## src/rtl/dss_pkg.sv

```systemverilog
`default_nettype none

package dss_pkg;

  localparam int DEPTH_DEFAULT = 16;
  localparam int ACTION_W      = 3;
  localparam int DATA_W        = 32;
  localparam int STATUS_W      = 2;

  // action codes
  localparam logic [ACTION_W-1:0] ACT_PUSH_LO = 3'd0;
  localparam logic [ACTION_W-1:0] ACT_PUSH_HI = 3'd1;
  localparam logic [ACTION_W-1:0] ACT_POP_LO  = 3'd2;
  localparam logic [ACTION_W-1:0] ACT_POP_HI  = 3'd3;
  localparam logic [ACTION_W-1:0] ACT_LIST_LO = 3'd4;
  localparam logic [ACTION_W-1:0] ACT_LIST_HI = 3'd5;

  // result status codes
  localparam logic [STATUS_W-1:0] ST_OK       = 2'd0;
  localparam logic [STATUS_W-1:0] ST_OVERFLOW = 2'd1;
  localparam logic [STATUS_W-1:0] ST_EMPTY    = 2'd2;

  // one result on its way from the sequencer to the output queue
  typedef struct packed {
    logic                vld;
    logic [STATUS_W-1:0] status;
    logic                last;
    logic                use_mem;
  } dss_res_t;

endpackage

`default_nettype wire

```

## src/rtl/dss_mem.sv

```systemverilog
`default_nettype none

module dss_mem
  import dss_pkg::*;
#(
  parameter int DEPTH = DEPTH_DEFAULT,
  localparam int AW = $clog2(DEPTH)
) (
  input  wire logic              clk,
  input  wire logic              we,
  input  wire logic [AW-1:0]     waddr,
  input  wire logic [DATA_W-1:0] wdata,
  input  wire logic              re,
  input  wire logic [AW-1:0]     raddr,
  output logic      [DATA_W-1:0] rdata
);

  logic [DATA_W-1:0] mem [DEPTH];
  logic [DATA_W-1:0] rdata_r;

  always_ff @(posedge clk) begin
    if (we) begin
      mem[waddr] <= wdata;
    end
  end

  always_ff @(posedge clk) begin
    if (re) begin
      rdata_r <= mem[raddr];
    end
  end

  assign rdata = rdata_r;

endmodule

`default_nettype wire

```

## src/rtl/dss_ctrl.sv

```systemverilog
`default_nettype none

module dss_ctrl
  import dss_pkg::*;
#(
  parameter int DEPTH = DEPTH_DEFAULT,
  localparam int AW = $clog2(DEPTH),
  localparam int CW = $clog2(DEPTH + 1)
) (
  input  wire logic                clk,
  input  wire logic                rst_n,
  input  wire logic                in_valid,
  output logic                     in_ready,
  input  wire logic [ACTION_W-1:0] in_action,
  input  wire logic [DATA_W-1:0]   in_value,
  input  wire logic                issue_ok,
  output logic                     mem_we,
  output logic      [AW-1:0]       mem_waddr,
  output logic      [DATA_W-1:0]   mem_wdata,
  output logic                     mem_re,
  output logic      [AW-1:0]       mem_raddr,
  output dss_res_t                 res
);

  localparam logic S_IDLE = 1'b0;
  localparam logic S_LIST = 1'b1;

  localparam logic [CW:0]   DEPTH_SUM = (CW + 1)'(DEPTH);
  localparam logic [CW-1:0] DEPTH_CNT = CW'(DEPTH);
  localparam logic [AW-1:0] TOP_IDX   = AW'(DEPTH - 1);

  logic          state_r, state_nxt;
  logic [CW-1:0] lo_r, lo_nxt;
  logic [CW-1:0] hi_r, hi_nxt;
  logic [AW-1:0] ptr_r, ptr_nxt;
  logic          dir_r, dir_nxt;   // 1: walking the high stack upward
  dss_res_t      res_r, res_nxt;

  logic          accept;
  logic          full;
  logic          lst;
  logic [AW-1:0] lo_top;
  logic [AW-1:0] hi_top;
  logic [AW-1:0] hi_push;

  assign in_ready  = (state_r == S_IDLE) && issue_ok;
  assign accept    = in_valid && in_ready;
  assign full      = ({1'b0, lo_r} + {1'b0, hi_r}) >= DEPTH_SUM;
  assign lo_top    = AW'(lo_r - CW'(1));
  assign hi_top    = AW'(DEPTH_CNT - hi_r);
  assign hi_push   = AW'(DEPTH_CNT - hi_r - CW'(1));
  assign lst       = dir_r ? (ptr_r == TOP_IDX) : (ptr_r == '0);
  assign mem_wdata = in_value;

  // a write and a later read of the same entry never share a cycle, so the
  // array needs no bypass
  always_comb begin
    state_nxt = state_r;
    lo_nxt    = lo_r;
    hi_nxt    = hi_r;
    ptr_nxt   = ptr_r;
    dir_nxt   = dir_r;
    res_nxt   = '0;
    mem_we    = 1'b0;
    mem_waddr = '0;
    mem_re    = 1'b0;
    mem_raddr = '0;
    if (state_r == S_LIST) begin
      if (issue_ok) begin
        mem_re          = 1'b1;
        mem_raddr       = ptr_r;
        res_nxt.vld     = 1'b1;
        res_nxt.status  = ST_OK;
        res_nxt.use_mem = 1'b1;
        res_nxt.last    = lst;
        ptr_nxt         = dir_r ? ptr_r + AW'(1) : ptr_r - AW'(1);
        if (lst) begin
          state_nxt = S_IDLE;
        end
      end
    end else if (accept) begin
      unique case (in_action)
        ACT_PUSH_LO, ACT_PUSH_HI: begin
          res_nxt.vld  = 1'b1;
          res_nxt.last = 1'b1;
          if (full) begin
            res_nxt.status = ST_OVERFLOW;
          end else begin
            res_nxt.status = ST_OK;
            mem_we         = 1'b1;
            if (in_action == ACT_PUSH_LO) begin
              mem_waddr = AW'(lo_r);
              lo_nxt    = lo_r + CW'(1);
            end else begin
              mem_waddr = hi_push;
              hi_nxt    = hi_r + CW'(1);
            end
          end
        end
        ACT_POP_LO: begin
          res_nxt.vld  = 1'b1;
          res_nxt.last = 1'b1;
          if (lo_r == '0) begin
            res_nxt.status = ST_EMPTY;
          end else begin
            res_nxt.status  = ST_OK;
            res_nxt.use_mem = 1'b1;
            mem_re          = 1'b1;
            mem_raddr       = lo_top;
            lo_nxt          = lo_r - CW'(1);
          end
        end
        ACT_POP_HI: begin
          res_nxt.vld  = 1'b1;
          res_nxt.last = 1'b1;
          if (hi_r == '0) begin
            res_nxt.status = ST_EMPTY;
          end else begin
            res_nxt.status  = ST_OK;
            res_nxt.use_mem = 1'b1;
            mem_re          = 1'b1;
            mem_raddr       = hi_top;
            hi_nxt          = hi_r - CW'(1);
          end
        end
        ACT_LIST_LO: begin
          res_nxt.vld = 1'b1;
          if (lo_r == '0) begin
            res_nxt.status = ST_EMPTY;
            res_nxt.last   = 1'b1;
          end else begin
            res_nxt.status  = ST_OK;
            res_nxt.use_mem = 1'b1;
            mem_re          = 1'b1;
            mem_raddr       = lo_top;
            res_nxt.last    = (lo_r == CW'(1));
            if (lo_r != CW'(1)) begin
              state_nxt = S_LIST;
              dir_nxt   = 1'b0;
              ptr_nxt   = lo_top - AW'(1);
            end
          end
        end
        ACT_LIST_HI: begin
          res_nxt.vld = 1'b1;
          if (hi_r == '0) begin
            res_nxt.status = ST_EMPTY;
            res_nxt.last   = 1'b1;
          end else begin
            res_nxt.status  = ST_OK;
            res_nxt.use_mem = 1'b1;
            mem_re          = 1'b1;
            mem_raddr       = hi_top;
            res_nxt.last    = (hi_r == CW'(1));
            if (hi_r != CW'(1)) begin
              state_nxt = S_LIST;
              dir_nxt   = 1'b1;
              ptr_nxt   = hi_top + AW'(1);
            end
          end
        end
        default: begin
          // unused codes: no result, no change
        end
      endcase
    end
  end

  always_ff @(posedge clk) begin
    if (!rst_n) begin
      state_r <= S_IDLE;
      lo_r    <= '0;
      hi_r    <= '0;
      res_r   <= '0;
    end else begin
      state_r <= state_nxt;
      lo_r    <= lo_nxt;
      hi_r    <= hi_nxt;
      res_r   <= res_nxt;
    end
  end

  always_ff @(posedge clk) begin
    ptr_r <= ptr_nxt;
    dir_r <= dir_nxt;
  end

  assign res = res_r;

`ifndef ASSERT_OFF
  a_count_bound: assert property (@(posedge clk) disable iff (!rst_n)
    ({1'b0, lo_r} + {1'b0, hi_r}) <= DEPTH_SUM)
    else $error("stack counts exceed store depth");

  a_list_blocks_input: assert property (@(posedge clk) disable iff (!rst_n)
    (state_r == S_LIST) |-> !in_ready)
    else $error("input taken during list walk");

  a_mem_result_read: assert property (@(posedge clk) disable iff (!rst_n)
    (res_r.vld && res_r.use_mem) |-> $past(mem_re))
    else $error("memory result without a read");
`endif

endmodule

`default_nettype wire

```

## src/rtl/dual_stack_shared_store_unit.sv

```systemverilog
// Two stacks sharing one store of STORE_DEPTH 32-bit words: stack one grows
// up from entry 0, stack two grows down from the last entry.
// Input channel: in_tuser carries the action (push, pop or list of either
// stack), in_tdata the signed word to push. Codes 6 and 7 are dropped.
// Result channel: out_tdata carries the popped or listed word (zero unless
// status is ok), out_tuser the status (ok, overflow, empty) and out_tlast
// marks the final word caused by an input word.
// A result passes through the result register, beside the registered store
// read, and then the output queue before it shows on out_tvalid.
// Push and pop make one store access per word, and a new one can be taken
// before the last result is out while the output queue has room; a list
// makes one store read per element, and in_tready stays low during the walk.
// Reset clears both stack counts; store contents are not cleared and need
// no clearing pass, since only written entries are ever read.
// A two-word output queue decouples the receiver: while out_tready is low
// the queue fills, then in_tready drops and list walks pause with no word
// lost or repeated.
`default_nettype none

module dual_stack_shared_store_unit
  import dss_pkg::*;
#(
  parameter int STORE_DEPTH = DEPTH_DEFAULT
) (
  input  wire logic                clk,
  input  wire logic                rst_n,
  input  wire logic                in_tvalid,
  output logic                     in_tready,
  input  wire logic [DATA_W-1:0]   in_tdata,   // [31:0] value
  input  wire logic [ACTION_W-1:0] in_tuser,   // [2:0] action
  output logic                     out_tvalid,
  input  wire logic                out_tready,
  output logic      [DATA_W-1:0]   out_tdata,  // [31:0] data
  output logic      [STATUS_W-1:0] out_tuser,  // [1:0] status
  output logic                     out_tlast
);

  localparam int AW = $clog2(STORE_DEPTH);

  logic              mem_we;
  logic [AW-1:0]     mem_waddr;
  logic [DATA_W-1:0] mem_wdata;
  logic              mem_re;
  logic [AW-1:0]     mem_raddr;
  logic [DATA_W-1:0] mem_rdata;
  dss_res_t          res;
  logic              issue_ok;

  dss_ctrl #(.DEPTH(STORE_DEPTH)) u_ctrl (
    .clk       (clk),
    .rst_n     (rst_n),
    .in_valid  (in_tvalid),
    .in_ready  (in_tready),
    .in_action (in_tuser),
    .in_value  (in_tdata),
    .issue_ok  (issue_ok),
    .mem_we    (mem_we),
    .mem_waddr (mem_waddr),
    .mem_wdata (mem_wdata),
    .mem_re    (mem_re),
    .mem_raddr (mem_raddr),
    .res       (res)
  );

  dss_mem #(.DEPTH(STORE_DEPTH)) u_mem (
    .clk   (clk),
    .we    (mem_we),
    .waddr (mem_waddr),
    .wdata (mem_wdata),
    .re    (mem_re),
    .raddr (mem_raddr),
    .rdata (mem_rdata)
  );

  // two-word output queue
  logic [DATA_W-1:0]   q_data   [2];
  logic [STATUS_W-1:0] q_status [2];
  logic                q_last   [2];
  logic                wr_ptr_r;
  logic                rd_ptr_r;
  logic [1:0]          cnt_r;
  logic                enq;
  logic                deq;

  assign enq        = res.vld;
  assign out_tvalid = (cnt_r != 2'd0);
  assign deq        = out_tvalid && out_tready;
  assign out_tdata  = q_data[rd_ptr_r];
  assign out_tuser  = q_status[rd_ptr_r];
  assign out_tlast  = q_last[rd_ptr_r];

  // a new result may start only if the queue still has room when it lands
  assign issue_ok = ({1'b0, cnt_r} + {2'b00, res.vld} - {2'b00, deq}) <= 3'd1;

  always_ff @(posedge clk) begin
    if (enq) begin
      q_data[wr_ptr_r]   <= res.use_mem ? mem_rdata : '0;
      q_status[wr_ptr_r] <= res.status;
      q_last[wr_ptr_r]   <= res.last;
    end
  end

  always_ff @(posedge clk) begin
    if (!rst_n) begin
      wr_ptr_r <= 1'b0;
      rd_ptr_r <= 1'b0;
      cnt_r    <= 2'd0;
    end else begin
      if (enq) begin
        wr_ptr_r <= ~wr_ptr_r;
      end
      if (deq) begin
        rd_ptr_r <= ~rd_ptr_r;
      end
      cnt_r <= cnt_r + {1'b0, enq} - {1'b0, deq};
    end
  end

`ifndef ASSERT_OFF
  a_queue_no_overrun: assert property (@(posedge clk) disable iff (!rst_n)
    !(enq && !deq && (cnt_r == 2'd2)))
    else $error("result written into a full output queue");

  a_queue_bound: assert property (@(posedge clk) disable iff (!rst_n)
    cnt_r <= 2'd2)
    else $error("output queue count out of range");
`endif

endmodule

`default_nettype wire
```

## config.mk

```make
export PLATFORM = sky130hd
export DESIGN_NAME = dual_stack_shared_store_unit
export DESIGN_NICKNAME = d
export VERILOG_FILES = /design/src/rtl/dss_pkg.sv /design/src/rtl/dss_mem.sv /design/src/rtl/dss_ctrl.sv /design/src/rtl/dual_stack_shared_store_unit.sv
export SDC_FILE = /design/constraint.sdc
export NUM_CORES = 1
export LEC_CHECK = 0
export ABC_AREA = 1
export BUFFER_PORTS_ARGS = -buffer_cell sky130_fd_sc_hd__buf_2
export CAP_MARGIN = 10
export CORE_ASPECT_RATIO = 1.25
export CORE_MARGIN = 2
export CORE_UTILIZATION = 45
export CTS_CLUSTER_SIZE = 16
export DETAILED_ROUTE_END_ITERATION = 16
export RECOVER_POWER = 100
export REMOVE_ABC_BUFFERS = 1
export SKIP_CTS_REPAIR_TIMING = 1
export SLEW_MARGIN = 20
export SYNTH_ARGS = -nofsm -noshare
export SYNTH_HDL_FRONTEND = slang
export SYNTH_SLANG_ARGS = --single-unit
```

## constraint.sdc

```tcl
create_clock -name clk -period 10.41 [get_ports clk]
set_input_delay 0.5205 -clock clk [delete_from_list [all_inputs] [get_ports clk]]
set_output_delay 0.5205 -clock clk [all_outputs]
set_load 0.01 [all_outputs]
```

==> summary.txt <==
======================================================================================================
XOR/XNOR share of the synthesized area ..................................................       0.534%
Internal ................................................................................      4440 uW
Largest fanout of any net on the critical path ..........................................           17
Seq pwr share ...........................................................................        50.6%
Chip width ..............................................................................       227 um
Sort of element at the end of the critical path .........................................         flop
Power Dens Cells ........................................................................  191 mW/mm^2
GP Congestion ...........................................................................        0.826
Antenna diodes ..........................................................................            0
Data arrival at the endpoint of the critical path .......................................      7.80 ns
Cells taking the most area after synthesis .............................................. edfxtp_1 67%, nand3_1 11%, nand2_1 8.6%
Core Footprint ..........................................................................  0.0616 mm^2
Cell area after technology mapping ......................................................  0.0279 mm^2
Startpoint of the most critical register-to-register path ...............................     cnt_r[1]
Result of the run ....................................................................... finished, violations left
Initial antenna violation count .........................................................            3
Detailed-route wire length per cell .....................................................      20.4 um
HPWL after detailed placement ...........................................................      35.2 mm
CTS tree ................................................................................          yes
Data required time at the worst endpoint ................................................     10.62 ns
Clock power share .......................................................................        38.7%
Average footprint of a synthesized cell .................................................    10.9 um^2
Clock skew after layout .................................................................    0.0191 ns
Post-detailed-route DRC marker count ....................................................            0
Effective utilization at floorplan ......................................................        45.3%
Most common cell in the synthesized netlist .............................................      nand2_1
Total of buffers placed on input and output ports .......................................           75
Fraction of power spent switching nets ..................................................        24.7%
Predominant post-synthesis flop cell ....................................................     edfxtp_1
Maximum number of pins on one net before global-route repair ............................          160
Synthesized instance count ..............................................................         2554
Cell leakage power ......................................................................    0.0120 uW
Mux cell area share after synthesis .....................................................        1.41%
R2R Setup Slk ...........................................................................      2.82 ns
All-layer global routing usage ..........................................................        22.4%
Violations in the final reports ......................................................... capacitance limit, slew limit
Startpoint of the most critical setup path ..............................................     cnt_r[1]
Share of layout cells above drive strength 1 ............................................        6.29%
Top-area cell type share of the netlist area ............................................        66.6%
Startpoint class of the critical path ...................................................         flop
Clock Tree Buf Depth ....................................................................            3
End-of-flow core utilization ............................................................        50.0%
Proportion of register bits with asynchronous set or reset after synthesis ..............           0%
Total clock buffers created by CTS ......................................................           67
Syn. warnings ...........................................................................            0
Clock sinks .............................................................................          640
Wire length of the first global-routing pass ............................................       107 mm
Final Hold Violating Endpoints ..........................................................            0
Crit Path Category ......................................................................   reg -> reg
Portion of the post-synthesis area used by sequential elements ..........................        68.1%
Post-DR vias/cell .......................................................................         5.34
Die span in y ...........................................................................       282 um
Insertion delay of the later-clocked pin in the worst-skew pair .........................      0.61 ns
Max Clock Freq ..........................................................................      132 MHz
Final count of negative-setup-slack endpoints ...........................................            0
Portion of total power attributed to combinational logic ................................        10.7%
Remaining Overflow, GRT .................................................................            0
Synth Area in Simple Gates ..............................................................        20.5%
Cell row count ..........................................................................          102
Rel. slew slack .........................................................................        -129%
VDD IR-drop max .........................................................................    0.0986 mV
Count of cells along the worst register-to-register path ................................           16
Total die area ..........................................................................  0.0640 mm^2
Hold WS .................................................................................     0.203 ns
Clock transition at the register clock pins on the worst setup and hold paths after CTS .      0.06 ns
Cell at the root of the clock tree ......................................................    clkbuf_16
Iteration-0 DRC Markers .................................................................         1859
Fraction of the mapped netlist area in adder cells ......................................       0.861%
Reported max-cap violation count ........................................................           22
Detailed-route via count ................................................................        18.5k
Vias in the first global route ..........................................................        18.1k
Final max-slew violation count ..........................................................          647
Final layout net count ..................................................................         2645
Number of iterations in the first detailed-routing pass .................................            5
Depth of the CTS H-tree .................................................................            3
Largest area contributor in the netlist .................................................     edfxtp_1
Growth of design area from synthesis to finish ..........................................        10.4%
RSZ-0062 raised after global routing ....................................................           no
Synth cell types ........................................................................           39
Reg-to-Reg End .......................................................................... u_mem.mem[10][16]
Most used standard cells in the synthesized netlist ..................................... 638 x nand2_1, 619 x edfxtp_1, 605 x nand3_1, 330 x inv_1, 89 x buf_2
I/O pin count ...........................................................................           76
Detail Route Antenna Nets ...............................................................            0
Capture point of the worst path ......................................................... u_mem.mem[10][16]
Synthesis-stage register bit count ......................................................          640
Worst hold path class ...................................................................    in -> reg
Synth Area in Compound Gates ............................................................        1.26%
Total net switching power ...............................................................      1450 uW
Ratio of final minimum period to clock period ...........................................        73.0%
Dominant combinational cell family by area after synthesis .............................. simple AND/OR/NAND/NOR gates
Worst Max-Slew Pin Slew .................................................................      3.43 ns
Count of flip-flops with a built-in enable after synthesis ..............................          619
Total wirelength of the detailed-routed design ..........................................      70.7 mm
Crit path time final ....................................................................      7.59 ns
======================================================================================================
[cell families after synthesis]
group	after synthesis
xor+xnor	17
flops	640
fa+ha+maj	18
compound gates	65
buf+inv	479
mux	35
simple gates	1300
[worst min-delay path by stage]
stage                     cells after the start  slack [ns]          start        end
after global placement                        0        0.41  u_ctrl.res[1]  q_last[0]
final                                         3        0.20          rst_n   cnt_r[0]
after CTS                                     3        0.17          rst_n   cnt_r[0]
after detailed placement                      0        0.42  u_ctrl.res[1]  q_last[0]
after global routing                          3        0.20          rst_n   cnt_r[0]
after floorplan                               0        0.40  u_ctrl.res[1]  q_last[0]
[routing by layer]
layer  vias up  part of all wire [%]  track usage [%]
met5         -                 0.024                0
met4         2                   2.3             7.39
met3       116                   7.4             3.56
met2       636                    49             38.1
met1      9061                    41             29.3
li1       8700                     -                -
[power by group through the flow]
stage	clock network (uW)	registers (uW)	logic, uW
finish	2280	2980	631
global route	2420	2990	701
CTS	2330	2980	658
detailed placement	0	3030	655
global placement	0	3030	645
floorplan	0	3020	405
[placed cells by master (no fill, tap or decap), types with 3 or more instances in the layout]
master / count
buf_2: 8
a21oi_1: 31
mux2_2: 34
buf_4: 13
clkinv_1: 15
nand2_1: 637
clkinv_2: 5
clkbuf_16: 69
nand3_1: 604
ha_1: 16
dfxtp_1: 21
nor3_1: 9
xnor2_1: 6
nand2_2: 4
xor2_1: 11
nor2_1: 26
clkinvlp_4: 3
nor2_4: 9
bufinv_16: 3
clkbuf_1: 111
edfxtp_1: 619
o21ai_0: 22
clkinv_8: 4
inv_1: 329
[final cells by class]
cell class,instances,area (um^2)
clock inverter,28,256
inverter,334,1250
tap,832,1040
clock buffer,91,1810
fill,5548,30800
sequential,640,19000
multi-input combinational,1435,6960
timing repair buffer,110,472
[stage by stage]
stage	std cells	cell area (um^2)	worst slack (ns)	power, uW	setup TNS, ns
finish	3470	30800	2.82	5890	0
CTS	3470	31100	4.70	5960	0
detailed placement	3351	29000	4.72	3690	0
global placement	3351	29000	4.80	3670	0
floorplan	2409	27100	-0.346	3430	-10.91
global route	3470	30800	2.29	6120	0
[registers in the layout (all words and copies together), names as in the netlist, 2 cells and up, named ones only]
name          flops
u_ctrl.lo_r       5
cnt_r             2
q_status          4
q_data           64
u_ctrl.hi_r       5
q_last            2
u_ctrl.ptr_r      4
u_mem.rdata      32
u_ctrl.res        5
u_mem.mem       512
[critical path, cell delays in order, from the launching register on]
cell	delay (ns)
dfxtp_1	0.32
or2_2	0.30
nand2_1	0.06
inv_1	0.07
ha_1	0.28
inv_1	0.04
ha_1	0.19
fa_1	0.47
nand3b_2	0.25
nor3_1	1.08
inv_1	0.32
nor2_1	0.31
nand2_1	0.15
nor2_1	0.15
nand2_1	0.22
nor2_1	1.79
clkbuf_1	1.16
(Power assumes the default switching activity.)
